## config.mk

```make
export PLATFORM = sky130hd
export DESIGN_NAME = sdat_mbar
export DESIGN_NICKNAME = d
export VERILOG_FILES = /design/src/hw/rtl/sensor_decimating_averager_with_tare_defines.svh /design/src/hw/rtl/sdat_pkg.sv /design/src/hw/rtl/sdat_mbar.sv
export SDC_FILE = /design/constraint.sdc
export NUM_CORES = 1
export LEC_CHECK = 0
export BUFFER_PORTS_ARGS = -buffer_cell sky130_fd_sc_hd__buf_4
export CORE_MARGIN = 2
export CORE_UTILIZATION = 60
export DETAILED_ROUTE_END_ITERATION = 16
export PLACE_DENSITY = 0.79
export SLEW_MARGIN = 20
export SYNTH_ARGS = -nofsm -noshare
export SYNTH_HDL_FRONTEND = slang
export SYNTH_SLANG_ARGS = --single-unit
```

## constraint.sdc

```tcl
create_clock -name clock -period 6.9 [get_ports clock]
set_input_delay 1.035 -clock clock [delete_from_list [all_inputs] [get_ports clock]]
set_output_delay 1.035 -clock clock [all_outputs]
set_load 0.05 [all_outputs]
```

## src/hw/rtl/sensor_decimating_averager_with_tare_defines.svh

```systemverilog
// ----------------------------------------------------------------------------
// Assertion macros for the sensor averager
// Concurrent check wrappers, compiled out when SYNTH is defined.
// ----------------------------------------------------------------------------
`ifndef SENSOR_DECIMATING_AVERAGER_WITH_TARE_DEFINES_SVH
`define SENSOR_DECIMATING_AVERAGER_WITH_TARE_DEFINES_SVH

`ifndef SYNTH
// same-cycle implication, sampled on clock, off during reset
`define SDAT_ASSERT_SAME(label, ante, cons) \
   label: assert property (@(posedge clock) disable iff (reset) (ante) |-> (cons)) \
      else $error("sdat: same-cycle check failed");
// next-cycle implication, sampled on clock, off during reset
`define SDAT_ASSERT_NEXT(label, ante, cons) \
   label: assert property (@(posedge clock) disable iff (reset) (ante) |=> (cons)) \
      else $error("sdat: next-cycle check failed");
`else
`define SDAT_ASSERT_SAME(label, ante, cons)
`define SDAT_ASSERT_NEXT(label, ante, cons)
`endif

`endif

```

## src/hw/rtl/sdat_pkg.sv

```systemverilog
// ----------------------------------------------------------------------------
// Sensor averager package
// Field widths, reset values, pressure scaling constants and shared types.
// ----------------------------------------------------------------------------
package sdat_pkg;

   localparam int CODE_W     = 12;
   localparam int MBAR_W     = 17;
   localparam int PRESS_W    = 18;
   localparam int TEMP_W     = 16;
   localparam int PSUM_W     = 24;
   localparam int TSUM_W     = 21;
   localparam int CALIB_W    = 32;
   localparam int BASE_W     = 16;
   localparam int PROG_W     = 4;
   localparam int TIDX_W     = 10;
   localparam int CMIN_W     = 12;
   localparam int CMAX_W     = 13;
   localparam int CSR_IDX_W  = 1;
   localparam int CSR_DATA_W = 13;

   localparam logic [BASE_W-1:0] BASE_RESET  = 16'd1000;
   localparam logic [BASE_W-1:0] BASE_OFFSET = 16'd1000;
   localparam logic [CMAX_W-1:0] CMAX_RESET  = 13'd1024;
   localparam logic [CMIN_W-1:0] CMIN_RESET  = 12'd0;

   // calibration: eight averages summed, base taken at the ninth
   localparam logic [PROG_W-1:0] CALIB_WINDOWS = 4'd8;
   localparam logic [PROG_W-1:0] CALIB_DONE    = 4'd9;
   localparam int                CALIB_SHIFT   = 3;

   typedef enum logic [CSR_IDX_W-1:0] {
      CSR_TEMP_CODE_MIN = 1'b0,
      CSR_TEMP_CODE_MAX = 1'b1
   } csr_index_type;

   // mbar = floor(code * num * 3300e6 / (den * 4096 * 4700))
   // 3300e6 / (4096 * 4700) reduces to 515625 / 3008
   localparam logic [63:0] SCALE_NUM = 64'd515625;
   localparam logic [63:0] SCALE_DEN = 64'd3008;

   // ceil(2^40 * K / D) built in three steps to stay inside 64 bits;
   // 2^40 exceeds 4095 * D, so code * RECIP >> 40 is the exact floor
   localparam int RECIP_SHIFT = 40;
   localparam int RECIP_STEP  = 20;
   localparam int RECIP_W     = 45;

   localparam logic [63:0] PA_K  = 64'd6499 * SCALE_NUM;
   localparam logic [63:0] PA_D  = 64'd64271 * SCALE_DEN;
   localparam logic [63:0] PA_Q0 = PA_K / PA_D;
   localparam logic [63:0] PA_R0 = PA_K % PA_D;
   localparam logic [63:0] PA_Q1 = (PA_R0 << RECIP_STEP) / PA_D;
   localparam logic [63:0] PA_R1 = (PA_R0 << RECIP_STEP) % PA_D;
   localparam logic [63:0] PA_Q2 = ((PA_R1 << RECIP_STEP) + PA_D - 64'd1) / PA_D;
   localparam logic [63:0] PA_RECIP = (PA_Q0 << RECIP_SHIFT) + (PA_Q1 << RECIP_STEP) + PA_Q2;

   localparam logic [63:0] PB_K  = 64'd6498 * SCALE_NUM;
   localparam logic [63:0] PB_D  = 64'd64341 * SCALE_DEN;
   localparam logic [63:0] PB_Q0 = PB_K / PB_D;
   localparam logic [63:0] PB_R0 = PB_K % PB_D;
   localparam logic [63:0] PB_Q1 = (PB_R0 << RECIP_STEP) / PB_D;
   localparam logic [63:0] PB_R1 = (PB_R0 << RECIP_STEP) % PB_D;
   localparam logic [63:0] PB_Q2 = ((PB_R1 << RECIP_STEP) + PB_D - 64'd1) / PB_D;
   localparam logic [63:0] PB_RECIP = (PB_Q0 << RECIP_SHIFT) + (PB_Q1 << RECIP_STEP) + PB_Q2;

   typedef struct packed {
      logic rd_en;
      logic wr_en;
   } lut_ctl_type;

endpackage

```

## src/hw/rtl/sdat_mbar.sv

```systemverilog
// ----------------------------------------------------------------------------
// Pressure code to millibar
// Reciprocal multiply of both pressure codes, result registered.
// ----------------------------------------------------------------------------
module sdat_mbar import sdat_pkg::*; (
   input  logic              clock,
   input  logic              load,
   input  logic [CODE_W-1:0] code_a,
   input  logic [CODE_W-1:0] code_b,
   output logic [MBAR_W-1:0] mbar_a,
   output logic [MBAR_W-1:0] mbar_b
);

   localparam int PROD_W = CODE_W + RECIP_W;

   logic [PROD_W-1:0] prod_a;
   logic [PROD_W-1:0] prod_b;
   logic [MBAR_W-1:0] mbar_a_in;
   logic [MBAR_W-1:0] mbar_b_in;
   logic [MBAR_W-1:0] mbar_a_ff;
   logic [MBAR_W-1:0] mbar_b_ff;

   assign prod_a    = PROD_W'(code_a) * PROD_W'(PA_RECIP[RECIP_W-1:0]);
   assign prod_b    = PROD_W'(code_b) * PROD_W'(PB_RECIP[RECIP_W-1:0]);
   assign mbar_a_in = prod_a[RECIP_SHIFT +: MBAR_W];
   assign mbar_b_in = prod_b[RECIP_SHIFT +: MBAR_W];

   always_ff @(posedge clock) begin
      if (load) begin
         mbar_a_ff <= mbar_a_in;
         mbar_b_ff <= mbar_b_in;
      end
   end

   assign mbar_a = mbar_a_ff;
   assign mbar_b = mbar_b_ff;

endmodule

```

==> summary.txt, run 1 <==
Run status
  – Outcome: completed

Cells and area
  – Post-layout nets: 2,251
  – Diodes inserted: 0
  – Ratio of cells with drive above 1 in the final layout: 0.0603
  – Post-Layout Cell Count: 1,955
  – Fin util: 0.650
  – Final Instance Area: 0.0163 mm^2
  – Fillers: 2,034
  – Synth-to-layout area growth: 7.03%

Clock tree
  – Setup repair bufs after CTS: 0
  – CTS tree: done
  – CTS Hold Buffers Added: 0
  – Worst-path clk slew: 0.05 ns
  – Post-CTS resize count: 0
  – Num Clock Sinks: 34
  – CTS H-tree lvls: 2
  – CTS root buffer: clkbuf_16
  – CTS max path bufs: 2
  – CTS Buf Count: 5

Timing
  – Crit path setup slack, layout: 0.457 ns
  – Setup Total Neg Slack: 0 ns
  – Max Clock Freq: 155 MHz
  – Hold slack: 1.23 ns
  – Final min period: 6.44 ns
  – RSZ-0062 raised after global routing: no
  – Rel. slew slack: 0.595
  – Worst Max-Slew Pin Slew: 0.592 ns
  – Final Max Slew Viols: 0
  – Period utilization: 0.934
  – Final setup fails: 0
  – Final hold violation count: 0

Power and ir drop
  – Net switching power: 4.26 mW
  – Pwr Density: 470 mW/mm^2
  – Combinational Power Share: 0.908
  – Pleak: 9.09 nW
  – Int Power: 3.38 mW
  – Sequential power share: 0.064
  – Max VDD drop: 336 uV
  – Final Power: 7.65 mW
  – Clock power frac: 0.028
  – Sw Ratio: 0.557

Placement
  – Inst Count DP: 1,947
  – DP Wirelength: 33,500 um
  – Gpl congestion: 0.995
  – Area post-placement: 0.0161 mm^2
  – Port Buf Inserts: 59
  – DP Worst Slack: 0.231 ns

Die
  – Initial Util: 0.607
  – Die span in y: 163 um
  – Core ar.: 0.0250 mm^2
  – Die Span X: 163 um
  – Ports: 60
  – Rows: 58
  – Die area: 0.0266 mm^2

Logic synthesis
  – FF+latch count, synth: 34
  – Post-synth ARST share: 0
  – Number of distinct library cells after synthesis: 63
  – Synth Area in Adders: 0.641
  – Post-synth net total: 2,175
  – Synth Area in XOR/XNOR: 0.0161
  – Top-count cell post-synth: inv_1
  – Yosys top cell by area: fa_1
  – Synth top area cells: fa_1 39%, ha_1 25%, inv_1 13%
  – Share of the synthesized area in the top cell type: 0.391
  – Complex-gate fraction of the synthesized area: 0.0948
  – Ys flop type: edfxtp_1
  – Post-synth top cells: 535 x inv_1, 304 x ha_1, 297 x fa_1
  – Seq/Total Area, Yosys: 0.0672
  – Syn avg cell area: 9.82 um^2
  – EDFF count, synth: 34
  – Largest family of logic cells by synthesized area: adder cells
  – Synth Warn #: 0
  – Synth Cell Area: 0.0152 mm^2
  – Multiplexer share of the synthesized area: 0.000658
  – Simple-gate share of the synthesized area: 0.0478
  – Synth Instances: 1,548

Global routing
  – Gr ovfl total: 0
  – First-pass GRT wire length: 61,500 um
  – Initial antenna violation count: 0
  – Vias in the first global route: 11,600
  – Maximum number of pins on one net before global-route repair: 35
  – Overall routing resource usage: 0.306

Detailed routing
  – DR pass1 iterations: 7
  – Total number of vias: 10,700
  – Routed met2 length: 16,400 um
  – DR WL met3: 4150 um
  – Post-route ant nets: 0
  – Final Routed Wirelength: 37,500 um
  – Wire length on met1: 16,400 um
  – Drc violations: 0
  – Vias per cell: 5.47
  – Drt wl/cell: 19.2 um
  – 1st-iter DRT viols: 832
  – Max layer used: met5

Setup path
  – Crit Path Max Fanout: 6
  – Req. time, crit path: 6.93 ns
  – CP startpoint kind: input port
  – Critical path capture point type: flop
  – CP Class: in -> reg
  – WP data arrival: 6.47 ns

Run
  – Max-Cap Viols: 0

Hold path
  – Worst Hold Class: in -> reg
worst max-delay path, stage by stage:
cell and delay [ns]:
buf_4 0.14, inv_1 0.17, fa_1 0.44, inv_1 0.25, fa_1 0.52, fa_1 0.58, inv_1 0.08, fa_1 0.54
inv_1 0.06, fa_1 0.47, ha_1 0.35, and4_1 0.24, a31oi_1 0.24, o211ai_1 0.19, nor3_4 0.41, o21ai_2 0.16
a311oi_1 0.31, o21bai_1 0.13, xor2_1 0.15
cell usage in the layout (no fill, tap or decap), types with 2 or more instances in the layout:
cell       Yosys  final
inv_1        535    535
ha_1         304    304
fa_1         297    297
buf_4          0     69
a21oi_1       61     61
a21o_1        43     43
edfxtp_1      34     34
nand2_1       30     30
o21ai_0       29     29
nor2_1        28     28
nand3_1       20     20
xnor2_1       17     17
nor3_1        12     12
o21bai_1      11     11
xor2_1        11     11
nor2b_1        9      9
nand4_1        8      8
o21a_1         7      7
a211oi_1       7      7
or2_2          7      7
and4_1         6      6
and3_1         5      5
o211ai_1       5      5
clkbuf_16      0      5
nand2b_1       4      4
a31oi_1        4      4
o2111ai_1      3      3
o21ai_1        3      3
a311oi_1       3      3
a21oi_2        3      3
nand4b_1       2      2
a21boi_0       2      2
a221o_1        2      2
nor3b_1        2      2
o211a_1        2      2
o31ai_1        2      2
a221oi_1       2      2
cell families (layout without fill, tap and decap cells):
| group | count (synthesis) | count (layout) |
|---|---|---|
| DFF | 34 | 34 |
| xor gates and xnor gates | 28 | 28 |
| AOI/OAI and AO/OA | 210 | 210 |
| and+or+nand+nor | 139 | 139 |
| adders and majority gates | 601 | 601 |
| buffers and inverters | 535 | 612 |
| muxes | 1 | 1 |
power by group through the flow:
| stage | logic (mW) | registers [mW] | clock network (mW) |
|---|---|---|---|
| 5_1_grt | 7.78 | 0.494 | 0.231 |
| 2_1_floorplan | 4.73 | 0.804 | 0 |
| 4_1_cts | 6.85 | 0.489 | 0.222 |
| 6_report | 6.94 | 0.488 | 0.216 |
| 3_3_place_gp | 6.63 | 0.493 | 0 |
| 3_5_place_dp | 6.78 | 0.490 | 0 |
metal layers:
| metal | track usage | up-vias |
|---|---|---|
| met5 | 0.0208 | - |
| met4 | 0.0535 | 2 |
| met3 | 0.121 | 44 |
| met2 | 0.457 | 400 |
| met1 | 0.428 | 5273 |
| li1 | - | 4983 |
state kept, by name, summed over array words and instances (netlist names):
name,count
mbar_a,17
mbar_b,17
final timing paths:
| check | end | depth (start not counted) | start |
|---|---|---|---|
| worst max-delay path | mbar_b[10]$_DFFE_PP_ | 19 | code_b[7] |
| worst min-delay path | mbar_b[16]$_DFFE_PP_ | 3 | code_b[11] |
cell type report:
cell class	count	area [um^2]	area share
timing repair buffer	69	518	0.0318
sequential	34	1020	0.0627
multi-input combinational	979	12200	0.748
inverter	535	2010	0.123
clock inverter	2	8.76	0.000538
clock buffer	6	129	0.00792
tap	330	413	0.0254
Note: power is estimated with default switching activity, not from simulation.
==> inputs of run 2 (changes only) <==
--- a/config.mk
+++ b/config.mk
@@ -9,7 +9,7 @@
 export CORE_MARGIN = 2
 export CORE_UTILIZATION = 60
 export DETAILED_ROUTE_END_ITERATION = 16
-export PLACE_DENSITY = 0.79
+export PLACE_DENSITY = 0.78
 export SLEW_MARGIN = 20
 export SYNTH_ARGS = -nofsm -noshare
 export SYNTH_HDL_FRONTEND = slang
==> run 2 against run 1 <==
Net effect:
- sequential power barely moved
- maximum frequency about the same
- worst hold slack got worse by 0.0021 ns
- non-clock buffer count unchanged
- global-route usage rose by 0.29 points
- cell area did not move
- critical path depth is the same
- largest power group unchanged
- via count grew 0.35%
- combinational power about the same
- die area stayed put
- worst setup slack got worse by 0.0050 ns
==> summary.txt, run 2 (synthesis results as in run 1) <==
Setup path
  – WP data arrival: 6.48 ns (about the same)
  – Critical path startpoint: code_b[10]
  – CP startpoint kind: input port
  – Critical path capture point type: flop
  – CP Class: in -> reg
  – Req. time, crit path: 6.93 ns (about the same)
  – Crit Path Max Fanout: 8 (+2)

Power and ir drop
  – Final Power: 7.67 mW (+0.27%)
  – Max VDD drop: 355 uV (+5.4%)
  – Pwr Density: 471 mW/mm^2 (+0.27%)
  – Pleak: 9.09 nW (unchanged)

Global routing
  – First-pass GRT wire length: 62,100 um (+1.1%)
  – Initial antenna violation count: 0 (unchanged)
  – Gr ovfl total: 0 (unchanged)
  – Vias in the first global route: 11,800 (+2.2%)
  – Overall routing resource usage: 0.309 (+0.00287)
  – Maximum number of pins on one net before global-route repair: 35 (unchanged)

Timing
  – Rel. slew slack: 0.600 (+0.00526)
  – Setup Total Neg Slack: 0 ns (unchanged)
  – Period utilization: 0.934 (about the same)
  – Final hold violation count: 0 (unchanged)
  – Final setup fails: 0 (unchanged)
  – RSZ-0062 raised after global routing: no
  – Worst Max-Slew Pin Slew: 0.599 ns (+0.00613 ns)
  – Final Max Slew Viols: 0 (unchanged)
  – Max Clock Freq: 155 MHz (about the same)
  – Final min period: 6.45 ns (+0.00503 ns)

Detailed routing
  – 1st-iter DRT viols: 830 (-0.24%)
  – Vias per cell: 5.49 (+0.35%)
  – Post-route ant nets: 0 (unchanged)
  – Drc violations: 0 (unchanged)
  – DR pass1 iterations: 5 (-2)
  – Final Routed Wirelength: 37,800 um (+0.87%)
  – Drt wl/cell: 19.3 um (+0.87%)
  – Total number of vias: 10,700 (+0.35%)

Clock tree
  – Post-CTS resize count: 0 (unchanged)
  – Setup repair bufs after CTS: 0 (unchanged)
  – CTS Hold Buffers Added: 0 (unchanged)
  – Worst-path clk slew: 0.06 ns (about the same)
  – Num Clock Sinks: 34 (unchanged)
  – CTS Buf Count: 5 (unchanged)
  – CTS root buffer: clkbuf_16
  – CTS max path bufs: 2 (unchanged)
  – CTS H-tree lvls: 2 (unchanged)
  – CTS tree: done

Die
  – Core ar.: 0.0250 mm^2 (unchanged)
  – Die area: 0.0266 mm^2 (unchanged)
  – Initial Util: 0.607 (unchanged)
  – Ports: 60 (unchanged)
  – Rows: 58 (unchanged)
  – Die span in y: 163 um (unchanged)
  – Die Span X: 163 um (unchanged)

Placement
  – Gpl congestion: 1.02 (+2.4%)
  – Area post-placement: 0.0161 mm^2 (unchanged)
  – Port Buf Inserts: 59 (unchanged)
  – DP Wirelength: 33,900 um (+1.2%)
  – Inst Count DP: 1,947 (unchanged)

Cells and area
  – Post-layout nets: 2,251 (unchanged)
  – Post-Layout Cell Count: 1,955 (unchanged)
  – Most frequent cells in the layout: 535 x inv_1, 304 x ha_1, 297 x fa_1, 69 x buf_4, 61 x a21oi_1
  – Ratio of cells with drive above 1 in the final layout: 0.0603 (unchanged)
  – Synth-to-layout area growth: 7.03% (unchanged)
  – Diodes inserted: 0 (unchanged)
  – Leading cell type in the layout, fill and taps excluded: inv_1
  – Fin util: 0.650 (unchanged)
  – Final Instance Area: 0.0163 mm^2 (unchanged)

Run status
  – Outcome: completed

Hold path
  – Hold_sp: load
  – Worst Hold Class: in -> reg

Run
  – Max-Cap Viols: 0 (unchanged)
[run 2: report_power, final]
group,internal [mW],switching (mW)
sequential,0.460,0.0306
clock,0.132,0.0868
combinational,2.79,4.16
[run 2: routing by layer]
layer,part of all wire,global-route usage
met5,0,0
met4,0.012,0.0463
met3,0.10,0.0914
met2,0.44,0.468
met1,0.45,0.452
[run 2: final timing paths]
kind / slack, ns / end / cells after the start
worst max-delay path: 0.45 / mbar_b[10]$_DFFE_PP_ / 19
worst min-delay path: 1.22 / mbar_a[7]$_DFFE_PP_ / 1
[run 2: per-stage QoR]
stage	hold WS, ns	setup WS [ns]
global route	1.24	0.186
CTS	1.23	0.504
floorplan	1.15	0.885
global placement	1.52	0.319
finish	1.22	0.452
detailed placement	1.52	0.234
[run 2: worst max-delay path: stages]
cell	delay (ns)
buf_4	0.15
inv_1	0.09
fa_1	0.62
inv_1	0.19
fa_1	0.55
fa_1	0.56
inv_1	0.06
fa_1	0.54
inv_1	0.07
fa_1	0.48
ha_1	0.35
and4_1	0.24
a311oi_1	0.25
o211ai_1	0.18
nor3_4	0.37
o21ai_2	0.15
a311oi_1	0.30
o21bai_1	0.13
xor2_1	0.15
[run 2: cell type report]
| class | instances | area, um^2 |
|---|---|---|
| fill | 2067 | 8770 |
| multi-input combinational | 979 | 12200 |
| clock buffer | 6 | 129 |
| inverter | 535 | 2010 |
| clock inverter | 2 | 8.76 |
| sequential | 34 | 1020 |
| tap | 330 | 413 |
| timing repair buffer | 69 | 518 |
==> inputs of run 3 (changes only) <==
--- a/config.mk
+++ b/config.mk
@@ -9,7 +9,7 @@
 export CORE_MARGIN = 2
 export CORE_UTILIZATION = 60
 export DETAILED_ROUTE_END_ITERATION = 16
-export PLACE_DENSITY = 0.78
+export PLACE_DENSITY = 0.75
 export SLEW_MARGIN = 20
 export SYNTH_ARGS = -nofsm -noshare
 export SYNTH_HDL_FRONTEND = slang
==> constraint.sdc (replaced) <==
create_clock -name clock -period 6.1 [get_ports clock]
set_input_delay 0.915 -clock clock [delete_from_list [all_inputs] [get_ports clock]]
set_output_delay 0.915 -clock clock [all_outputs]
set_load 0.05 [all_outputs]
==> run 3 against run 2 <==
Net effect:
- core utilization grew 6.1 points
- total power increased by 28%
- global-route usage rose by 2.6 points
- combinational power increased by 29%
- non-clock buffer count rose by 187
- sequential share of layout area decreased by 0.54 points
- die area unchanged
- sequential power rose by 14%
- cell area up 9.4%
- worst setup slack lost 0.34 ns
- critical path depth is the same
- sequential cell count did not move
- largest power group unchanged
==> summary.txt, run 3 (synthesis results as in run 1) <==
Run status
  – Outcome: completed

Cells and area
  – Fin util: 0.711 (+0.0611)
  – Final Instance Area: 0.0178 mm^2 (+9.4%)
  – Diodes inserted: 0 (unchanged)
  – Synth-to-layout area growth: 17.1%
  – Ratio of cells with drive above 1 in the final layout: 0.167 (+0.107)
  – Area of the multi-input gates: 0.0123 mm^2 (+0.67%)
  – Post-Layout Cell Count: 2,142 (+9.6%)
  – Fillers: 1,891 (-8.5%)
  – Seq. cell area: 0.00102 mm^2 (unchanged)
  – Leading cell type in the layout, fill and taps excluded: inv_1
  – Most frequent cells in the layout: 532 x inv_1, 300 x ha_1, 293 x fa_1, 252 x buf_4, 60 x a21oi_1
  – Post-layout nets: 2,438 (+8.3%)

Setup path
  – CP max stage cell: fa_2
  – Crit Path Max Fanout: 4 (-4)
  – Critical path capture point type: flop
  – Req. time, crit path: 6.14 ns (-0.79 ns)
  – WP data arrival: 6.03 ns (-0.45 ns)
  – Most used cell, CP: fa_1
  – Crit path cell chain: buf_4, fa_2, buf_4, fa_1, fa_1, inv_1, fa_1, fa_1, inv_1, ha_1, a21oi_2, o211ai_1, o311a_4, nor3_4, o31ai_2, buf_4, a21oi_2, o21bai_2, a21o_1
  – Max incr delay on CP: 0.60 ns (-0.02 ns)
  – CP startpoint kind: input port
  – CP Class: in -> reg

Power and ir drop
  – Max VDD drop: 827 uV (+130%)
  – Final Power: 9.79 mW (+28%)
  – Pwr Density: 550 mW/mm^2 (+17%)
  – Pleak: 10.0 nW (+10%)

Die
  – Die span in y: 163 um (unchanged)
  – Rows: 58 (unchanged)
  – Ports: 60 (unchanged)
  – Initial Util: 0.607 (unchanged)
  – Die area: 0.0266 mm^2 (unchanged)
  – Core ar.: 0.0250 mm^2 (unchanged)
  – Die Span X: 163 um (unchanged)

Clock tree
  – CTS tree: done
  – Num Clock Sinks: 34 (unchanged)
  – CTS max path bufs: 2 (unchanged)
  – CTS Hold Buffers Added: 0 (unchanged)
  – CTS root buffer: clkbuf_16
  – CTS H-tree lvls: 2 (unchanged)
  – CTS Buf Count: 5 (unchanged)
  – Worst-path clk slew: 0.07 ns (about the same)

Timing
  – Final Max Slew Viols: 0 (unchanged)
  – Rel. slew slack: 0.655 (+0.0549)
  – Final hold violation count: 0 (unchanged)
  – Hold slack: 1.11 ns (-0.110 ns)
  – Crit path setup slack, layout: 0.110 ns (-0.343 ns)
  – Worst Max-Slew Pin Slew: 0.513 ns (-0.0858 ns)
  – Setup Total Neg Slack: 0 ns (unchanged)
  – Max Clock Freq: 167 MHz
  – Final setup fails: 0 (unchanged)
  – Final min period: 5.99 ns
  – Period utilization: 0.982

Detailed routing
  – Vias per cell: 5.38 (-2.0%)
  – DR WL met3: 4050 um (+4.9%)
  – Drt wl/cell: 19.2 um (-0.84%)
  – 1st-iter DRT viols: 846 (+1.9%)
  – Post-route ant nets: 0 (unchanged)
  – Max layer used: met4
  – Wire length on met1: 18,700 um (+10%)
  – DR pass1 iterations: 5 (unchanged)
  – Drc violations: 0 (unchanged)
  – Total number of vias: 11,500 (+7.4%)
  – Final Routed Wirelength: 41,100 um (+8.6%)
  – Routed met2 length: 17,500 um (+5.7%)

Global routing
  – Overall routing resource usage: 0.335 (+0.0260)
  – Vias in the first global route: 12,500 (+5.7%)
  – Gr ovfl total: 0 (unchanged)
  – Initial antenna violation count: 0 (unchanged)
  – First-pass GRT wire length: 66,900 um (+7.7%)
  – Maximum number of pins on one net before global-route repair: 35 (unchanged)

Hold path
  – Worst Hold Class: in -> reg

Placement
  – Inst Count DP: 2,133 (+9.6%)
  – Gpl congestion: 1.05 (+2.8%)
  – DP Worst Slack: -0.229 ns (-0.464 ns)
  – Area post-placement: 0.0176 mm^2 (+8.9%)
  – Port Buf Inserts: 59 (unchanged)
  – DP Wirelength: 37,400 um (+10%)

Run
  – Max-Cap Viols: 0 (unchanged)
## run 3: cell types whose count changed in the layout (fill, tap and decap cells not counted), sizes merged
cell,before,now
buf,69,256
clkinvlp,0,1
clkbuf,6,5
## run 3: path summary, 6_finish.rpt
kind,startpoint,end,slack [ns],depth (start not counted)
worst max-delay path,code_b[3],mbar_b[16]$_DFFE_PP_,0.11,19
worst min-delay path,load,mbar_b[5]$_DFFE_PP_,1.11,1
## run 3: area by class of cell
cell class                 count  share of cell area
sequential                    34              0.0574
clock inverter                 3            0.000914
tap                          330              0.0232
clock buffer                   5             0.00703
timing repair buffer         256               0.110
inverter                     535               0.113
multi-input combinational    979               0.688
## run 3: per-layer routing
layer	vias to the layer above	track usage
met5	-	0
met4	0	0.0684
met3	60	0.0978
met2	386	0.495
met1	5724	0.493
li1	5361	-
## run 3: power by group
group,internal (mW),leakage (nW),switching (mW),total (mW)
clock network,0.149,0.0672,0.112,0.262
registers,0.521,0.332,0.0402,0.562
logic,4.00,9.63,4.96,8.97
## run 3: critical path: cells and delay by family
family,cells,cell delay (ns)
AND/OR/NAND/NOR,1,0.26
adder cells (fa/ha/maj),6,2.86
AO/OA/AOI/OAI,7,1.43
buffers and inverters,5,0.53
## run 3: what timing repair did
| action | CTS | global route |
|---|---|---|
| resized for setup | 0 | 21 |
| buffers inserted | 0 | 1 |
| endpoints found under the setup margin | 0 | 16 |
