**src/hw/rtl/sensor_decimating_averager_with_tare_defines.svh**
```systemverilog
// ----------------------------------------------------------------------------
// Assertion macros for the sensor averager
// Concurrent check wrappers, compiled out when SYNTH is defined.
// ----------------------------------------------------------------------------
`ifndef SENSOR_DECIMATING_AVERAGER_WITH_TARE_DEFINES_SVH
`define SENSOR_DECIMATING_AVERAGER_WITH_TARE_DEFINES_SVH

`ifndef SYNTH
// same-cycle implication, sampled on clock, off during reset
`define SDAT_ASSERT_SAME(label, ante, cons) \
   label: assert property (@(posedge clock) disable iff (reset) (ante) |-> (cons)) \
      else $error("sdat: same-cycle check failed");
// next-cycle implication, sampled on clock, off during reset
`define SDAT_ASSERT_NEXT(label, ante, cons) \
   label: assert property (@(posedge clock) disable iff (reset) (ante) |=> (cons)) \
      else $error("sdat: next-cycle check failed");
`else
`define SDAT_ASSERT_SAME(label, ante, cons)
`define SDAT_ASSERT_NEXT(label, ante, cons)
`endif

`endif

```
**src/hw/rtl/sdat_pkg.sv**
```systemverilog
// ----------------------------------------------------------------------------
// Sensor averager package
// Field widths, reset values, pressure scaling constants and shared types.
// ----------------------------------------------------------------------------
package sdat_pkg;

   localparam int CODE_W     = 12;
   localparam int MBAR_W     = 17;
   localparam int PRESS_W    = 18;
   localparam int TEMP_W     = 16;
   localparam int PSUM_W     = 24;
   localparam int TSUM_W     = 21;
   localparam int CALIB_W    = 32;
   localparam int BASE_W     = 16;
   localparam int PROG_W     = 4;
   localparam int TIDX_W     = 10;
   localparam int CMIN_W     = 12;
   localparam int CMAX_W     = 13;
   localparam int CSR_IDX_W  = 1;
   localparam int CSR_DATA_W = 13;

   localparam logic [BASE_W-1:0] BASE_RESET  = 16'd1000;
   localparam logic [BASE_W-1:0] BASE_OFFSET = 16'd1000;
   localparam logic [CMAX_W-1:0] CMAX_RESET  = 13'd1024;
   localparam logic [CMIN_W-1:0] CMIN_RESET  = 12'd0;

   // calibration: eight averages summed, base taken at the ninth
   localparam logic [PROG_W-1:0] CALIB_WINDOWS = 4'd8;
   localparam logic [PROG_W-1:0] CALIB_DONE    = 4'd9;
   localparam int                CALIB_SHIFT   = 3;

   typedef enum logic [CSR_IDX_W-1:0] {
      CSR_TEMP_CODE_MIN = 1'b0,
      CSR_TEMP_CODE_MAX = 1'b1
   } csr_index_type;

   // mbar = floor(code * num * 3300e6 / (den * 4096 * 4700))
   // 3300e6 / (4096 * 4700) reduces to 515625 / 3008
   localparam logic [63:0] SCALE_NUM = 64'd515625;
   localparam logic [63:0] SCALE_DEN = 64'd3008;

   // ceil(2^40 * K / D) built in three steps to stay inside 64 bits;
   // 2^40 exceeds 4095 * D, so code * RECIP >> 40 is the exact floor
   localparam int RECIP_SHIFT = 40;
   localparam int RECIP_STEP  = 20;
   localparam int RECIP_W     = 45;

   localparam logic [63:0] PA_K  = 64'd6499 * SCALE_NUM;
   localparam logic [63:0] PA_D  = 64'd64271 * SCALE_DEN;
   localparam logic [63:0] PA_Q0 = PA_K / PA_D;
   localparam logic [63:0] PA_R0 = PA_K % PA_D;
   localparam logic [63:0] PA_Q1 = (PA_R0 << RECIP_STEP) / PA_D;
   localparam logic [63:0] PA_R1 = (PA_R0 << RECIP_STEP) % PA_D;
   localparam logic [63:0] PA_Q2 = ((PA_R1 << RECIP_STEP) + PA_D - 64'd1) / PA_D;
   localparam logic [63:0] PA_RECIP = (PA_Q0 << RECIP_SHIFT) + (PA_Q1 << RECIP_STEP) + PA_Q2;

   localparam logic [63:0] PB_K  = 64'd6498 * SCALE_NUM;
   localparam logic [63:0] PB_D  = 64'd64341 * SCALE_DEN;
   localparam logic [63:0] PB_Q0 = PB_K / PB_D;
   localparam logic [63:0] PB_R0 = PB_K % PB_D;
   localparam logic [63:0] PB_Q1 = (PB_R0 << RECIP_STEP) / PB_D;
   localparam logic [63:0] PB_R1 = (PB_R0 << RECIP_STEP) % PB_D;
   localparam logic [63:0] PB_Q2 = ((PB_R1 << RECIP_STEP) + PB_D - 64'd1) / PB_D;
   localparam logic [63:0] PB_RECIP = (PB_Q0 << RECIP_SHIFT) + (PB_Q1 << RECIP_STEP) + PB_Q2;

   typedef struct packed {
      logic rd_en;
      logic wr_en;
   } lut_ctl_type;

endpackage

```
**src/hw/rtl/sdat_accum.sv**
```systemverilog
// ----------------------------------------------------------------------------
// Accumulate, decimate and tare
// Running sums, window counter, calibration of the pressure bases and
// the result register.
// ----------------------------------------------------------------------------
module sdat_accum import sdat_pkg::*; #(
   parameter int AVG_SHIFT = 5
) (
   input  logic                      clock,
   input  logic                      reset,
   input  logic                      b_frame,
   input  logic [MBAR_W-1:0]         mbar_a,
   input  logic [MBAR_W-1:0]         mbar_b,
   input  logic signed [TEMP_W-1:0]  temp_a,
   input  logic signed [TEMP_W-1:0]  temp_b,
   input  logic signed [TEMP_W-1:0]  temp_c,
   input  logic                      rsp_stall,
   output logic                      hold,
   output logic                      rsp_valid,
   output logic signed [PRESS_W-1:0] press_a_avg,
   output logic signed [PRESS_W-1:0] press_b_avg,
   output logic signed [TEMP_W-1:0]  temp_a_avg,
   output logic signed [TEMP_W-1:0]  temp_b_avg,
   output logic signed [TEMP_W-1:0]  temp_c_avg,
   output logic                      tare_done
);

   logic [AVG_SHIFT-1:0]      frame_count_ff;
   logic signed [PSUM_W-1:0]  psum_a_ff;
   logic signed [PSUM_W-1:0]  psum_b_ff;
   logic signed [TSUM_W-1:0]  tsum_ff [3];
   logic signed [TEMP_W-1:0]  temp_val [3];
   logic signed [PSUM_W-1:0]  psum_a_in;
   logic signed [PSUM_W-1:0]  psum_b_in;
   logic signed [TSUM_W-1:0]  tsum_in [3];
   logic signed [PSUM_W-1:0]  avg_a_full;
   logic signed [PSUM_W-1:0]  avg_b_full;
   logic signed [TSUM_W-1:0]  tavg [3];
   logic [CALIB_W-1:0]        calib_a_ff;
   logic [CALIB_W-1:0]        calib_b_ff;
   logic [BASE_W-1:0]         base_a_ff;
   logic [BASE_W-1:0]         base_b_ff;
   logic [PROG_W-1:0]         progress_ff;
   logic                      pend_ff;
   logic signed [PSUM_W-1:0]  pend_a_ff;
   logic signed [PSUM_W-1:0]  pend_b_ff;
   logic                      rsp_valid_ff;
   logic signed [PRESS_W-1:0] press_a_ff;
   logic signed [PRESS_W-1:0] press_b_ff;
   logic signed [TEMP_W-1:0]  temp_avg_ff [3];
   logic                      tare_done_ff;
   logic                      window_end;
   logic                      step;
   logic                      close;

   assign temp_val[0] = temp_a;
   assign temp_val[1] = temp_b;
   assign temp_val[2] = temp_c;

   assign window_end = &frame_count_ff;
   assign hold       = b_frame && window_end && rsp_valid_ff && rsp_stall;
   assign step       = b_frame && !hold;
   assign close      = step && window_end;

   // tared value: mbar - (base - 1000), wrapping at the sum width
   assign psum_a_in = psum_a_ff + PSUM_W'(mbar_a) + PSUM_W'(BASE_OFFSET) - PSUM_W'(base_a_ff);
   assign psum_b_in = psum_b_ff + PSUM_W'(mbar_b) + PSUM_W'(BASE_OFFSET) - PSUM_W'(base_b_ff);
   assign avg_a_full = psum_a_in >>> AVG_SHIFT;
   assign avg_b_full = psum_b_in >>> AVG_SHIFT;

   always_comb begin
      for (int i = 0; i < 3; i++) begin
         tsum_in[i] = tsum_ff[i] + TSUM_W'(temp_val[i]);
         tavg[i]    = tsum_in[i] >>> AVG_SHIFT;
      end
   end

   always_ff @(posedge clock) begin
      if (reset) begin
         frame_count_ff <= '0;
         psum_a_ff      <= '0;
         psum_b_ff      <= '0;
         for (int i = 0; i < 3; i++) begin
            tsum_ff[i] <= '0;
         end
         calib_a_ff     <= '0;
         calib_b_ff     <= '0;
         base_a_ff      <= BASE_RESET;
         base_b_ff      <= BASE_RESET;
         progress_ff    <= '0;
         pend_ff        <= 1'b0;
         rsp_valid_ff   <= 1'b0;
      end else begin
         if (step) begin
            frame_count_ff <= frame_count_ff + AVG_SHIFT'(1);
            psum_a_ff      <= close ? '0 : psum_a_in;
            psum_b_ff      <= close ? '0 : psum_b_in;
            for (int i = 0; i < 3; i++) begin
               tsum_ff[i] <= close ? '0 : tsum_in[i];
            end
         end

         if (close) begin
            rsp_valid_ff <= 1'b1;
         end else if (!rsp_stall) begin
            rsp_valid_ff <= 1'b0;
         end

         // fold the window average into calibration in the cycle after the window closes
         pend_ff <= close && (progress_ff < CALIB_WINDOWS);
         if (pend_ff) begin
            calib_a_ff <= calib_a_ff + CALIB_W'(pend_a_ff);
            calib_b_ff <= calib_b_ff + CALIB_W'(pend_b_ff);
         end

         if (close) begin
            if (progress_ff < CALIB_WINDOWS) begin
               progress_ff <= progress_ff + PROG_W'(1);
            end else if (progress_ff == CALIB_WINDOWS) begin
               base_a_ff   <= calib_a_ff[CALIB_SHIFT +: BASE_W];
               base_b_ff   <= calib_b_ff[CALIB_SHIFT +: BASE_W];
               progress_ff <= CALIB_DONE;
            end
         end
      end
   end

   always_ff @(posedge clock) begin
      if (close) begin
         pend_a_ff    <= avg_a_full;
         pend_b_ff    <= avg_b_full;
         press_a_ff   <= avg_a_full[PRESS_W-1:0];
         press_b_ff   <= avg_b_full[PRESS_W-1:0];
         for (int i = 0; i < 3; i++) begin
            temp_avg_ff[i] <= tavg[i][TEMP_W-1:0];
         end
         tare_done_ff <= (progress_ff == CALIB_WINDOWS) || (progress_ff == CALIB_DONE);
      end
   end

   assign rsp_valid   = rsp_valid_ff;
   assign press_a_avg = press_a_ff;
   assign press_b_avg = press_b_ff;
   assign temp_a_avg  = temp_avg_ff[0];
   assign temp_b_avg  = temp_avg_ff[1];
   assign temp_c_avg  = temp_avg_ff[2];
   assign tare_done   = tare_done_ff;

endmodule

```
**config.mk**
```make
export PLATFORM = sky130hd
export DESIGN_NAME = sdat_accum
export DESIGN_NICKNAME = d
export VERILOG_FILES = /design/src/hw/rtl/sensor_decimating_averager_with_tare_defines.svh /design/src/hw/rtl/sdat_pkg.sv /design/src/hw/rtl/sdat_accum.sv
export SDC_FILE = /design/constraint.sdc
export NUM_CORES = 1
export LEC_CHECK = 0
export BUFFER_PORTS_ARGS = -buffer_cell sky130_fd_sc_hd__buf_2
export CAP_MARGIN = 0
export CORE_MARGIN = 4
export CORE_UTILIZATION = 57
export CTS_BUF_LIST = sky130_fd_sc_hd__clkbuf_2 sky130_fd_sc_hd__clkbuf_4 sky130_fd_sc_hd__clkbuf_8
export CTS_CLUSTER_SIZE = 40
export DETAILED_ROUTE_END_ITERATION = 6
export GPL_TIMING_DRIVEN = 0
export HOLD_SLACK_MARGIN = 0.05
export PLACE_DENSITY = 0.79
export SLEW_MARGIN = 40
export SYNTH_ARGS = -nofsm -noshare
export SYNTH_HDL_FRONTEND = slang
export SYNTH_SLANG_ARGS = --single-unit
```
**constraint.sdc**
```tcl
create_clock -name clock -period 10 [get_ports clock]
set_input_delay 2 -clock clock [delete_from_list [all_inputs] [get_ports clock]]
set_output_delay 2 -clock clock [all_outputs]
set_load 0.1 [all_outputs]
```
==> impl_summary.md, run 1 <==
Outcome
The flow ran to the end, and the final reports show no timing, DRC or antenna violations.

Clock tree
Post-CTS repair changed the size of 0 cells. The tree is rooted in a clkbuf_8. The clock transition at the register clock pins on the worst setup and hold paths after CTS is 0.06 ns. In this run the post-CTS setup repair buffer count came out at 0. The H-tree was split into 2 levels. The clock latency of the later-clocked register in the worst-skew pair is 0.58 ns. The post-cts hold buffer count is 0. No sink is reached through more buffers than the 3 on the longest clock path.

TritonCTS created 51 clock buffers. Counting every sink on the clock net gives 279. The clock tree from TritonCTS is done.

Detailed routing
The number of detailed-routing iterations run before antenna repair is 6. The total via count after detailed routing is 13.9k. In the final routed layout, each cell accounts on average for 17.2 um. Once detail routing completed, the nets flagged for antenna violations numbered 0.

The number of DRC violations after detailed routing is 0. The iteration-0 DRC count of the detailed router is 1024. The routed wire length is 42200 um. The via density per instance is 5.69.

Logic synthesis
After synthesis, the netlist uses 79 different library cells. In this run, synthesis inferred 150 flip-flops with an integrated enable. A synthesized cell averages 9.91 um2. The Yosys warning count is 0. The number of synthesized register bits is 279. The fraction of registers with async set/reset is 0.

After technology mapping, the gate count stands at 1783. The mapped netlist covers 17700 um2. For this run, the register share of the synthesized area comes to 0.401. The most used flip-flop cell after synthesis is edfxtp_1. The synthesized netlist net count is 2101.

Global routing
The aggregate global-route resource usage is 0.246. Entering global routing, the biggest net connects 60 pins. For this run, global-route usage on met2 was measured as 0.427.

For met1 alone, demand over resource in global routing was 0.322. The routing layer with the top usage in global route is met2. The via count of the first global-routing pass is 13.9k. The initial antenna violation count came to 2. The first global-routing pass estimated 68200 um of wire. Summed over all layers, the global routing overflow is 0. In the global route stage, met3 resource usage came out at 0.0309.

Die
The overall die area is 33900 um2. Measured along the y axis, the die boundary spans 184 um. The placeable core region is 30600 um2. The die width is 184 um. The initial utilization of the core area, before any placement, comes to 0.578. The initialized floorplan defines 64 standard-cell rows. The number of I/O pins is 173.

Pwr
The share of total power dissipated in sequential elements is 0.322. For this design the ratio of total power to cell area is 228 nW/um2. The total leakage power is 9.08 nW.

The peak supply drop is 0.268 mV. Summed over all nets, the switching power comes to 1.65 mW. The design draws 4.63 mW. The share of total power in combinational logic is 0.418. Of the total power, the share spent switching nets is 0.357. The internal power of the cells is 2.97 mW.

The portion of total power attributed to the clock network is 0.260.

Timing
The transition time of the tightest slew-check pin is 0.881 ns. The clock period minus final worst setup slack is 5.29 ns. The final count of hold timing violations is 0.

Measured against its own limit, the worst slew margin works out to 0.413. The clock arrives with 0.0211 ns of skew. The maximum clock frequency is 189 MHz. The number of max-slew violations in the final report came to 0. Setup repair after global routing left no endpoint under its margin. The least setup slack across all paths after layout is 4.71 ns.

The ratio of final minimum period to clock period is 0.529. Adding up every negative setup slack in the final design gives 0 ns. Setup violations remaining at the end of the flow were counted as 0.

Final layout
The antenna diode count is 0. From synthesis to final layout, the design area changed by 14.6%. The net total in the final layout is 2329.

The post-route non-filler standard cell count is 2448. The share of cells above drive strength 1 is 0.159. For this run, the share of the core covered by cells in the final layout is 0.662.

Placed design
Prior to clock tree synthesis, the placed netlist has a worst setup slack of 4.25 ns. The placed cell count is 2354. The post-detailed-placement half-perimeter wirelength is 31200 um.

Port buffering added 172 buffers. Routability-driven placement finished with a final weighted congestion of 0.918.

Critical path
The data required time of the critical path is 10.31 ns. STA classifies the critical path startpoint as an input port. The worst setup path is captured at a register. The arrival time at the worst endpoint is 5.60 ns. The setup path with the least slack is of type input port to register. The largest individual stage delay along the critical path comes from the cell o41ai_1. The critical path goes through buf_2, fa_1, ha_1, ha_1, inv_1, fa_1, nand2b_1, a21oi_1, o21ai_1, o21ai_1, a211oi_1, o41ai_1, xnor2_1, xnor2_1. The delay of the slowest critical-path stage is 0.48 ns. In this run the worst path has a maximum fanout of 4.

Worst hold path
The class of the worst hold path is register to register.

Job
The number of max-cap violations is 0.
[per-layer routing]
metal	wire, um	vias to the layer above	share of wire
met5	0	-	0
met4	1370	0	0.032
met3	2660	101	0.063
met2	20100	451	0.48
met1	18100	6611	0.43
li1	-	6755	-
[cells by family after synthesis]
logic type	share of synthesized area
AND/OR/NAND/NOR	0.136
AO/OA/AOI/OAI	0.150
flip-flops	0.401
adder cells (fa/ha/maj)	0.180
buffers and inverters	0.0569
XOR/XNOR	0.0615
multiplexers	0.0143
[cells in the final DEF, fill, tap and decap left out, types with 56 or more instances in the layout]
cell type	count
xnor2_1	85
inv_1	148
buf_2	173
dfxtp_1	129
a21o_1	66
and2_1	56
nand2_1	148
a21oi_1	122
ha_1	195
nor2_1	121
clkbuf_8	60
edfxtp_1	150
[final cells by class]
cell class,instances,area [um2]
fillers,2460,10300
multi-input cells,1275,9580
flip-flops and latches,279,7090
clock buffers,78,955
repair buffers,175,928
inverters,151,574
well taps,396,495
plain buffers,78,445
clock inverters,16,185
[through the flow]
stage          hold slack [ns]  instance area, um2
2_1_floorplan            0.436               17700
3_3_place_gp             0.446               19000
3_5_place_dp             0.448               19100
4_1_cts                  0.457               20200
5_1_grt                  0.477               20300
6_report                 0.458               20300
[power groups by stage]
stage / clock network, mW / logic, mW / registers [mW]
after floorplan: 0 / 1.50 / 1.50
after global placement: 0 / 1.81 / 1.51
after detailed placement: 0 / 1.90 / 1.51
after CTS: 1.22 / 1.91 / 1.49
after global routing: 1.28 / 2.17 / 1.50
final: 1.20 / 1.93 / 1.49
[cells in the mapped netlist, types with 7 or more instances]
cell       instances  share of area
nor3_1            31         0.0088
and2_1            56          0.020
nor3b_1            7         0.0030
inv_1            149          0.032
nor2b_1           17         0.0060
nand4_1            9         0.0032
a31oi_1           13         0.0046
o21bai_1           8         0.0034
a21oi_1          122          0.035
edfxtp_1         150           0.25
fa_1              37          0.042
o21ai_0           31         0.0088
nand3_1           25         0.0071
buf_4             36          0.015
o22ai_1            7         0.0025
nand3b_1          16         0.0068
dfxtp_1          129           0.15
and3_1            14         0.0050
xor2_1            39          0.019
o21ai_1           37          0.010
or3_1             10         0.0035
o21a_1            14         0.0059
a22o_1            30          0.015
a211oi_1          10         0.0042
clkbuf_1          36         0.0076
xnor2_1           85          0.042
a21o_1            66          0.028
ha_1             195           0.14
nand2_1          148          0.031
a2111oi_0          7         0.0035
nor2_1           121          0.026
nand2b_1          17         0.0060
mux2i_1           23          0.013
[path summary, 6_finish.rpt]
path,start,end,slack [ns],depth (start not counted)
setup / recovery,mbar_a[1],pend_a_ff[18],4.71,14
hold / removal,base_a_ff[14],base_a_ff[14],0.46,2
setup reg to reg,base_a_ff[1],pend_a_ff[18],5.89,14
hold reg to reg,base_a_ff[14],base_a_ff[14],0.46,2
[sequential cells by signal, summed over array words and instances, names as in the netlist, 19 cells and up]
name	cells
tsum_ff	63
temp_avg_ff	48
psum_a_ff	24
psum_b_ff	24
calib_a_ff	19
calib_b_ff	19
pend_a_ff	19
pend_b_ff	19
[critical path, delay by kind of cell]
| family | cells | cell delay (ns) |
|---|---|---|
| simple gates | 1 | 0.20 |
| buf+inv | 2 | 0.16 |
| compound gates | 5 | 1.55 |
| fa+ha+maj | 4 | 1.31 |
| xor+xnor | 2 | 0.37 |
(Power assumes the default switching activity.)
==> run 2, diff against run 1 <==
CORE_UTILIZATION = 56   (was 57)
PLACE_DENSITY = 0.81   (was 0.79)
clock period = 4.25 ns   (was 10 ns; I/O delays follow)
==> impl_summary.md, run 2 (synthesized netlist as in run 1, its figures left out) <==
Die
The die width was 186 um (was 184 um). The cell row count is 64 (unchanged). The number of I/O pins is 173 (unchanged).

The vertical die dimension is 186 um (was 184 um). The placeable core region is 30800 um2 (was 30600 um2). The starting density of the core is 0.573 (was 0.578). The overall die area is 34500 um2 (was 33900 um2).

Detailed routing
The total via count after detailed routing is 13.9k (about the same). The via density per instance was 5.70 (was 5.69). The iteration-0 DRC count of the detailed router is 965 (was 1024).

The routed wire length was 41700 um (was 42200 um). The number of detailed-routing iterations run before antenna repair is 5 (was 6). The post-detailed-route wirelength per cell is 17.1 um (was 17.2 um). The number of DRC violations after detailed routing was 0 (unchanged). The remaining antenna violation count is 0 (unchanged).

Clock tree
The level count of the clock H-tree is 2 (unchanged). The clock latency of the later-clocked register in the worst-skew pair is 0.56 ns (was 0.58 ns). The maximum clock path buffer count came to 3 (unchanged). The buffer cell driving the clock tree root is clkbuf_8 (unchanged).

The number of setup buffers added after CTS is 0 (unchanged). The clock sink total is 279 (unchanged). The clock transition at the register clock pins on the worst setup and hold paths after CTS was 0.06 ns (about the same).

The total clock buffers created by CTS is 48 (was 51). The number of gates given a new drive strength after cts came to 0 (unchanged). The clock tree from TritonCTS was done (unchanged). The post-cts hold buffer count is 0 (unchanged).

Pwr
The internal power of the cells is 6.75 mW (was 2.97 mW). The power density of the placed cells is 524 nW/um2 (was 228 nW/um2). The relative contribution of sequential cells to total power is 0.333 (was 0.322). The share of total power in combinational logic is 0.428 (was 0.418). The peak supply drop is 0.557 mV (was 0.268 mV). The overall power after layout is 10.5 mW (was 4.63 mW). The switching part of the total power is 0.360 (was 0.357). The net switching power figure is 3.79 mW (was 1.65 mW).

The portion of total power attributed to the clock network came to 0.239 (was 0.260). The total leakage power was 9.01 nW (was 9.08 nW).

Timing
The transition time of the tightest slew-check pin was 0.931 ns (was 0.881 ns). Setup repair after global routing missed its margin: false (unchanged). The relative slew slack is 0.379 (was 0.413). The number of max-slew violations in the final report is 0 (unchanged). The setup skew after layout is 0.0229 ns (was 0.0211 ns). The maximum clock frequency is 255 MHz. In the finished design, the share of the clock period the worst path needs comes to 0.924. The least setup slack across all paths after layout came to 0.325 ns (was 4.71 ns). The final hold slack came to 0.455 ns (was 0.458 ns). The final setup violation count is 0 (unchanged).

The worst path needs 3.93 ns of the cycle, external delays included. The final count of hold timing violations is 0 (unchanged).

Final layout
The net total in the final layout came to 2326 (was 2329). The post-route non-filler standard cell count is 2443 (was 2448). Most frequent cells in the layout: ha_1 (195), buf_2 (172), edfxtp_1 (150), nand2_1 (148), inv_1 (148) (was ha_1 (195), buf_2 (173), edfxtp_1 (150), nand2_1 (148), inv_1 (148)). The final core utilization came to 0.653 (was 0.662). Biggest regs: tsum_ff: 63 flops, temp_avg_ff: 48 flops (unchanged). The antenna diode count is 0 (unchanged).

The flip-flop count of the largest register, all copies and words added is 63 (unchanged). The most flop-heavy register is tsum_ff (unchanged). The most common library cell in the layout ignoring fill and taps is ha_1 (unchanged). The share of cells above drive strength 1 is 0.156 (was 0.159).

The area added between synthesis and finish is 13.9% (was 14.6%).

Critical path
The combined buffer and inverter count along the critical path came to 2 (unchanged). The maximum fanout along the worst path was 4 (unchanged). The kind of end point of the critical path is a register (unchanged).

The dominant delay contributor by cell family on the critical path is compound AO/OA/AOI/OAI gates (unchanged). The delay of the slowest critical-path stage came to 0.48 ns (about the same). The category of the critical setup timing path is input port to register (unchanged).

The startpoint kind of the worst setup timing path is an input port (unchanged). Critical path, cell by cell: buf_2, fa_1, ha_1, ha_1, inv_1, fa_1, nand2b_1, a21oi_1, o21ai_1, o21ai_2, a211oi_1, o41ai_1, xnor2_1, xnor2_1 (was buf_2, fa_1, ha_1, ha_1, inv_1, fa_1, nand2b_1, a21oi_1, o21ai_1, o21ai_1, a211oi_1, o41ai_1, xnor2_1, xnor2_1). The arrival time at the worst endpoint was 4.22 ns (was 5.60 ns). The data required time of the critical path is 4.55 ns (was 10.31 ns).

The highest-delay cell along the critical path was fa_1 (was o41ai_1).

Global routing
The via count of the first global-routing pass came to 13.9k (about the same). The initial antenna violation count is 0 (was 2). The aggregate global-route resource usage came to 0.240 (was 0.246). The wire length of the first global-routing pass was 67100 um (was 68200 um). The final global-route overflow total came to 0 (unchanged). The largest net degree at the start of global routing came to 74 (was 60).

Worst hold path
The class of the worst hold path is register to register (unchanged).

Placed design
The post-placement worst setup slack is -0.353 ns (was 4.25 ns). The post-detailed-placement half-perimeter wirelength is 31300 um (was 31200 um). The final estimated routing congestion in global placement is 0.926 (was 0.918). The placed cell count came to 2354 (unchanged).

The number of buffers inserted by port buffering is 172 (unchanged).

Job
The number of max-cap violations was 0 (unchanged).

Outcome
Result of the run: finished clean (unchanged).
[run 2: cell count changes in the layout (fill, tap and decap cells not counted), moves of 2 or more]
cell,previous run,this run
bufinv_16,4,1
clkinv_2,9,7
clkinv_1,2,5
clkbuf_8,60,57
[run 2: power by group through the flow]
| stage | sequential, mW | combinational, mW | clock [mW] |
|---|---|---|---|
| after floorplan | 3.53 | 3.54 | 0 |
| after global placement | 3.55 | 4.23 | 0 |
| after detailed placement | 3.56 | 4.44 | 0 |
| after CTS | 3.51 | 4.47 | 2.59 |
| after global routing | 3.53 | 5.08 | 2.72 |
| final | 3.51 | 4.51 | 2.52 |
[run 2: area by class of cell]
class	count	area [um2]
timing repair buffer	175	928
clock buffer	75	913
tap	396	495
inverter	151	574
sequential	279	7090
buffer	78	445
multi-input combinational	1275	9580
clock inverter	14	95.1
fill	2420	10700
[run 2: worst paths after layout]
kind                  from       endpoint  slack, ns  cells after the start
max              mbar_a[1]  pend_a_ff[18]       0.32                     14
min          base_b_ff[10]  base_b_ff[10]       0.46                      2
max reg2reg   base_a_ff[1]  pend_a_ff[18]       0.34                     14
min reg2reg  base_b_ff[10]  base_b_ff[10]       0.46                      2
[run 2: tightest hold or removal path: stages, from the launching register on]
cell	delay, ns
dfxtp_1	0.31
nand2_1	0.05
a21oi_1	0.05
[run 2: per-layer routing]
layer  track usage  vias to the layer above  part of all wire
met5             0                        -                 0
met4        0.0845                        0             0.033
met3        0.0346                      108             0.065
met2         0.414                      480              0.47
met1         0.309                     6578              0.43
li1              -                     6771                 -
[run 2: metrics by stage]
stage | TNS (ns) | cell area (um2)
floorplan | 0 | 17700
global placement | -137.94 | 19000
detailed placement | -1.10 | 19100
CTS | 0 | 20100
global route | 0 | 20100
finish | 0 | 20100
==> run 3, diff against run 2 <==
ABC_AREA = 1   (was not set)
CORE_UTILIZATION = 57   (was 56)
PLACE_DENSITY = 0.82   (was 0.81)
==> impl_summary.md, run 3 <==
Timing
The final setup violation count came to 0 (unchanged). The setup skew after layout is 0.0277 ns (was 0.0229 ns). The number of max-slew violations in the final report was 0 (unchanged). Setup repair after global routing missed its margin: false (unchanged). The maximum clock frequency was 306 MHz (was 255 MHz). The final hold slack is 0.471 ns (was 0.455 ns). The final count of hold timing violations was 0 (unchanged). The relative slew slack is 0.506 (was 0.379). The transition time of the tightest slew-check pin is 0.741 ns (was 0.931 ns). The clock period minus final worst setup slack is 3.27 ns (was 3.93 ns). The total negative setup slack is 0 ns (unchanged). The ratio of final minimum period to clock period came to 0.769 (was 0.924).

Logic synthesis
Leading cell types by count after synthesis: nand2_1 (493), inv_1 (377), nor2_1 (224) (was ha_1 (195), edfxtp_1 (150), inv_1 (149)). The cell with the most instances after synthesis is nand2_1 (was ha_1). The synthesized netlist cell count was 2433 (was 1783). The mean cell area of the mapped netlist is 7.99 um2 (was 9.91 um2). The count of flip-flops with a built-in enable after synthesis is 150 (unchanged). The adder-cell share of the synthesized area is 0.164 (was 0.180). The flip-flop cell with the highest count after synthesis is edfxtp_1 (unchanged). The number of synthesized register bits is 279 (unchanged). The largest area contributor in the synthesized netlist is edfxtp_1 (unchanged). The largest family of logic cells by synthesized area is simple AND/OR/NAND/NOR gates (was adder cells).

The synthesized netlist net count is 2751 (was 2101). The post-synthesis simple-gate area fraction was 0.217 (was 0.136). Top post-synthesis cells by area: edfxtp_1 (23%), dfxtp_1 (13%), ha_1 (13%) (was edfxtp_1 (25%), dfxtp_1 (15%), ha_1 (14%)). The area fraction of the dominant cell type after synthesis is 0.232 (was 0.255). The mux cell area share after synthesis is 0 (was 0.0143). The fraction of registers with async set/reset was 0 (unchanged). The area of the mapped netlist came to 19400 um2 (was 17700 um2).

The fraction of the mapped netlist area in compound gates is 0.118 (was 0.150). The number of distinct library cells after synthesis is 51 (was 79). The parity-gate share of the synthesized area counting xor and xnor cells is 0.0404 (was 0.0615). The part of the Yosys area used for sequential elements is 0.365 (was 0.401). The Yosys warning count came to 0 (unchanged).

Critical path
The endpoint of the most critical register-to-register path is pend_a_ff[18] (unchanged). The maximum fanout along the worst path is 4 (unchanged). The arrival time at the worst endpoint was 3.62 ns (was 4.22 ns). The path depth of the worst reg2reg path was 15 (was 14). The setup slack of the worst register-to-register path is 1.00 ns (was 0.34 ns). The category of the critical setup timing path is input port to register (unchanged).

Critical path, cell by cell: buf_2, fa_1, ha_1, ha_1, inv_1, fa_1, inv_1, nand2_1, o21ai_2, nand2_1, nand2_1, nand3_1, nand3_1, nand2_1, and2_1 (was buf_2, fa_1, ha_1, ha_1, inv_1, fa_1, nand2b_1, a21oi_1, o21ai_1, o21ai_2, a211oi_1, o41ai_1, xnor2_1, xnor2_1). The critical register-to-register path startpoint is base_a_ff[1] (unchanged). The data required time of the critical path is 4.61 ns (was 4.55 ns). The delay of the slowest critical-path stage is 0.48 ns (about the same). The kind of end point of the critical path is a register (unchanged). The startpoint kind of the worst setup timing path is an input port (unchanged).

The highest-delay cell along the critical path is fa_1 (unchanged). The launching element of the worst setup path was mbar_a[1] (unchanged). By instance count, the cell type seen most on the critical path is nand2_1.

Final layout
The share of cells above drive strength 1 is 0.138 (was 0.156). Most frequent cells in the layout: nand2_1 (493), inv_1 (377), nor2_1 (224), ha_1 (195), a21oi_1 (192) (was ha_1 (195), buf_2 (172), edfxtp_1 (150), nand2_1 (148), inv_1 (148)). The count of fill cells added during filler insertion was 2888 (was 2420). The flip-flop count of the largest register, all copies and words added is 63 (unchanged). The net total in the final layout is 2979 (was 2326). The post-route non-filler standard cell count is 3153 (was 2443). The final core utilization came to 0.655 (was 0.653). The area added between synthesis and finish is 13.3% (was 13.9%). The most flop-heavy register is tsum_ff (unchanged).

The most common library cell in the layout ignoring fill and taps is nand2_1 (was ha_1). Biggest regs: tsum_ff: 63 flops, temp_avg_ff: 48 flops (unchanged).

Clock tree
The clock transition at the register clock pins on the worst setup and hold paths after CTS is 0.05 ns (was 0.06 ns). The number of gates given a new drive strength after cts is 0 (unchanged). The buffer cell driving the clock tree root is clkbuf_8 (unchanged). The clock tree from TritonCTS is done (unchanged). The total clock buffers created by CTS is 49 (was 48).

The clock sink total is 279 (unchanged). The level count of the clock H-tree is 2 (unchanged). The post-cts hold buffer count is 0 (unchanged).

The number of setup buffers added after CTS came to 0 (unchanged). The clock latency of the later-clocked register in the worst-skew pair was 0.61 ns (was 0.56 ns). The maximum clock path buffer count is 3 (unchanged).

Global routing
The wire length of the first global-routing pass was 84700 um (was 67100 um). The final global-route overflow total was 0 (unchanged). The via count of the first global-routing pass is 16.8k (was 13.9k).

The largest net degree at the start of global routing is 41 (was 74). The initial antenna violation count is 4 (was 0). The aggregate global-route resource usage is 0.285 (was 0.240).

Pwr
The power density of the placed cells is 557 nW/um2 (was 524 nW/um2). The peak supply drop is 0.326 mV (was 0.557 mV). The total leakage power is 11.0 nW (was 9.01 nW). The overall power after layout is 12.3 mW (was 10.5 mW).

Detailed routing
The post-detailed-route wirelength per cell is 16.9 um (was 17.1 um). The number of DRC violations after detailed routing is 0 (unchanged). The via density per instance is 5.42 (was 5.70). The iteration-0 DRC count of the detailed router was 1361 (was 965). The total via count after detailed routing is 17.1k (was 13.9k). The number of detailed-routing iterations run before antenna repair is 6 (was 5). The remaining antenna violation count is 0 (unchanged).

The routed wire length was 53300 um (was 41700 um).

Worst hold path
The launch instance of the worst min-delay path is psum_b_ff[23] (was base_b_ff[10]). The worst hold path endpoint was psum_b_ff[23] (was base_b_ff[10]). The class of the worst hold path is register to register (unchanged). The depth of the worst hold-timing path was 2 (unchanged).

Die
The overall die area was 37100 um2 (was 34500 um2). The cell row count is 67 (was 64). The number of I/O pins is 173 (unchanged). The placeable core region was 33600 um2 (was 30800 um2). The die width is 193 um (was 186 um).

The starting density of the core is 0.578 (was 0.573). The vertical die dimension is 193 um (was 186 um).

Placed design
The placed cell count came to 3058 (was 2354). The number of buffers inserted by port buffering was 171 (was 172). The post-detailed-placement half-perimeter wirelength is 41800 um (was 31300 um). The final estimated routing congestion in global placement is 0.952 (was 0.926).

Job
The number of max-cap violations is 0 (unchanged).

Outcome
Result of the run: finished clean (unchanged).
run 3: cell types whose count changed after synthesis, sizes merged, moves of 23 or more:
cell,delta
a21o,-53
a21oi,+74
a22o,-25
clkbuf,-23
inv,+230
mux2i,-23
nand2,+356
nand3,+90
nand4,+30
nor2,+107
o21ai,+58
xnor2,-54
run 3: per-layer routing:
metal  up-vias  track usage  share of wire
li1       8449            -              -
met4         0       0.0938          0.031
met5         -            0              0
met3       114       0.0427          0.071
met1      7906        0.398           0.45
met2       608        0.456           0.44
run 3: through the flow:
stage,setup WS (ns),instance area [um2]
after global routing,0.806,22000
after CTS,1.01,22000
after global placement,-0.259,20900
after detailed placement,0.375,21000
final,0.983,22000
after floorplan,0.111,19400
run 3: kinds of logic (layout without fill, tap and decap cells):
family	after synthesis	in the layout
AND/OR/NAND/NOR	980	980
adder cells (fa/ha/maj)	232	232
XOR/XNOR	81	81
buffers and inverters	454	723
flip-flops	279	279
AO/OA/AOI/OAI	407	407
other	0	3
run 3: worst max-delay path: cells and delay by family:
family,cells,cell delay [ns]
AND/OR/NAND/NOR,7,0.88
AO/OA/AOI/OAI,1,0.22
adder cells (fa/ha/maj),4,1.37
buffers and inverters,3,0.29
run 3: worst max-delay path by stage:
stage                     to  slack [ns]  cells after the start
6_report       pend_a_ff[18]        0.98                     15
5_1_grt        pend_a_ff[18]        0.81                     15
3_3_place_gp   base_a_ff[14]       -0.26                      8
2_1_floorplan           hold        0.11                      2
3_5_place_dp   pend_a_ff[18]        0.38                     15
4_1_cts        pend_a_ff[18]        1.01                     15
run 3: area by class of cell:
type | count | area [um2] | area share
clock buffer | 74 | 931 | 0.0423
inverter | 381 | 1430 | 0.0649
sequential | 279 | 7090 | 0.322
tap | 448 | 561 | 0.0254
antenna | 3 | 7.51 | 0.000341
multi-input combinational | 1700 | 10500 | 0.476
clock inverter | 18 | 123 | 0.00557
timing repair buffer | 177 | 963 | 0.0437
buffer | 73 | 449 | 0.0204
run 3: where the power goes:
group          total [mW]  switching, mW  internal, mW
sequential           3.53          0.144          3.38
clock                2.65           1.18          1.47
combinational        6.09           3.95          2.15
total                12.3           5.27          7.00
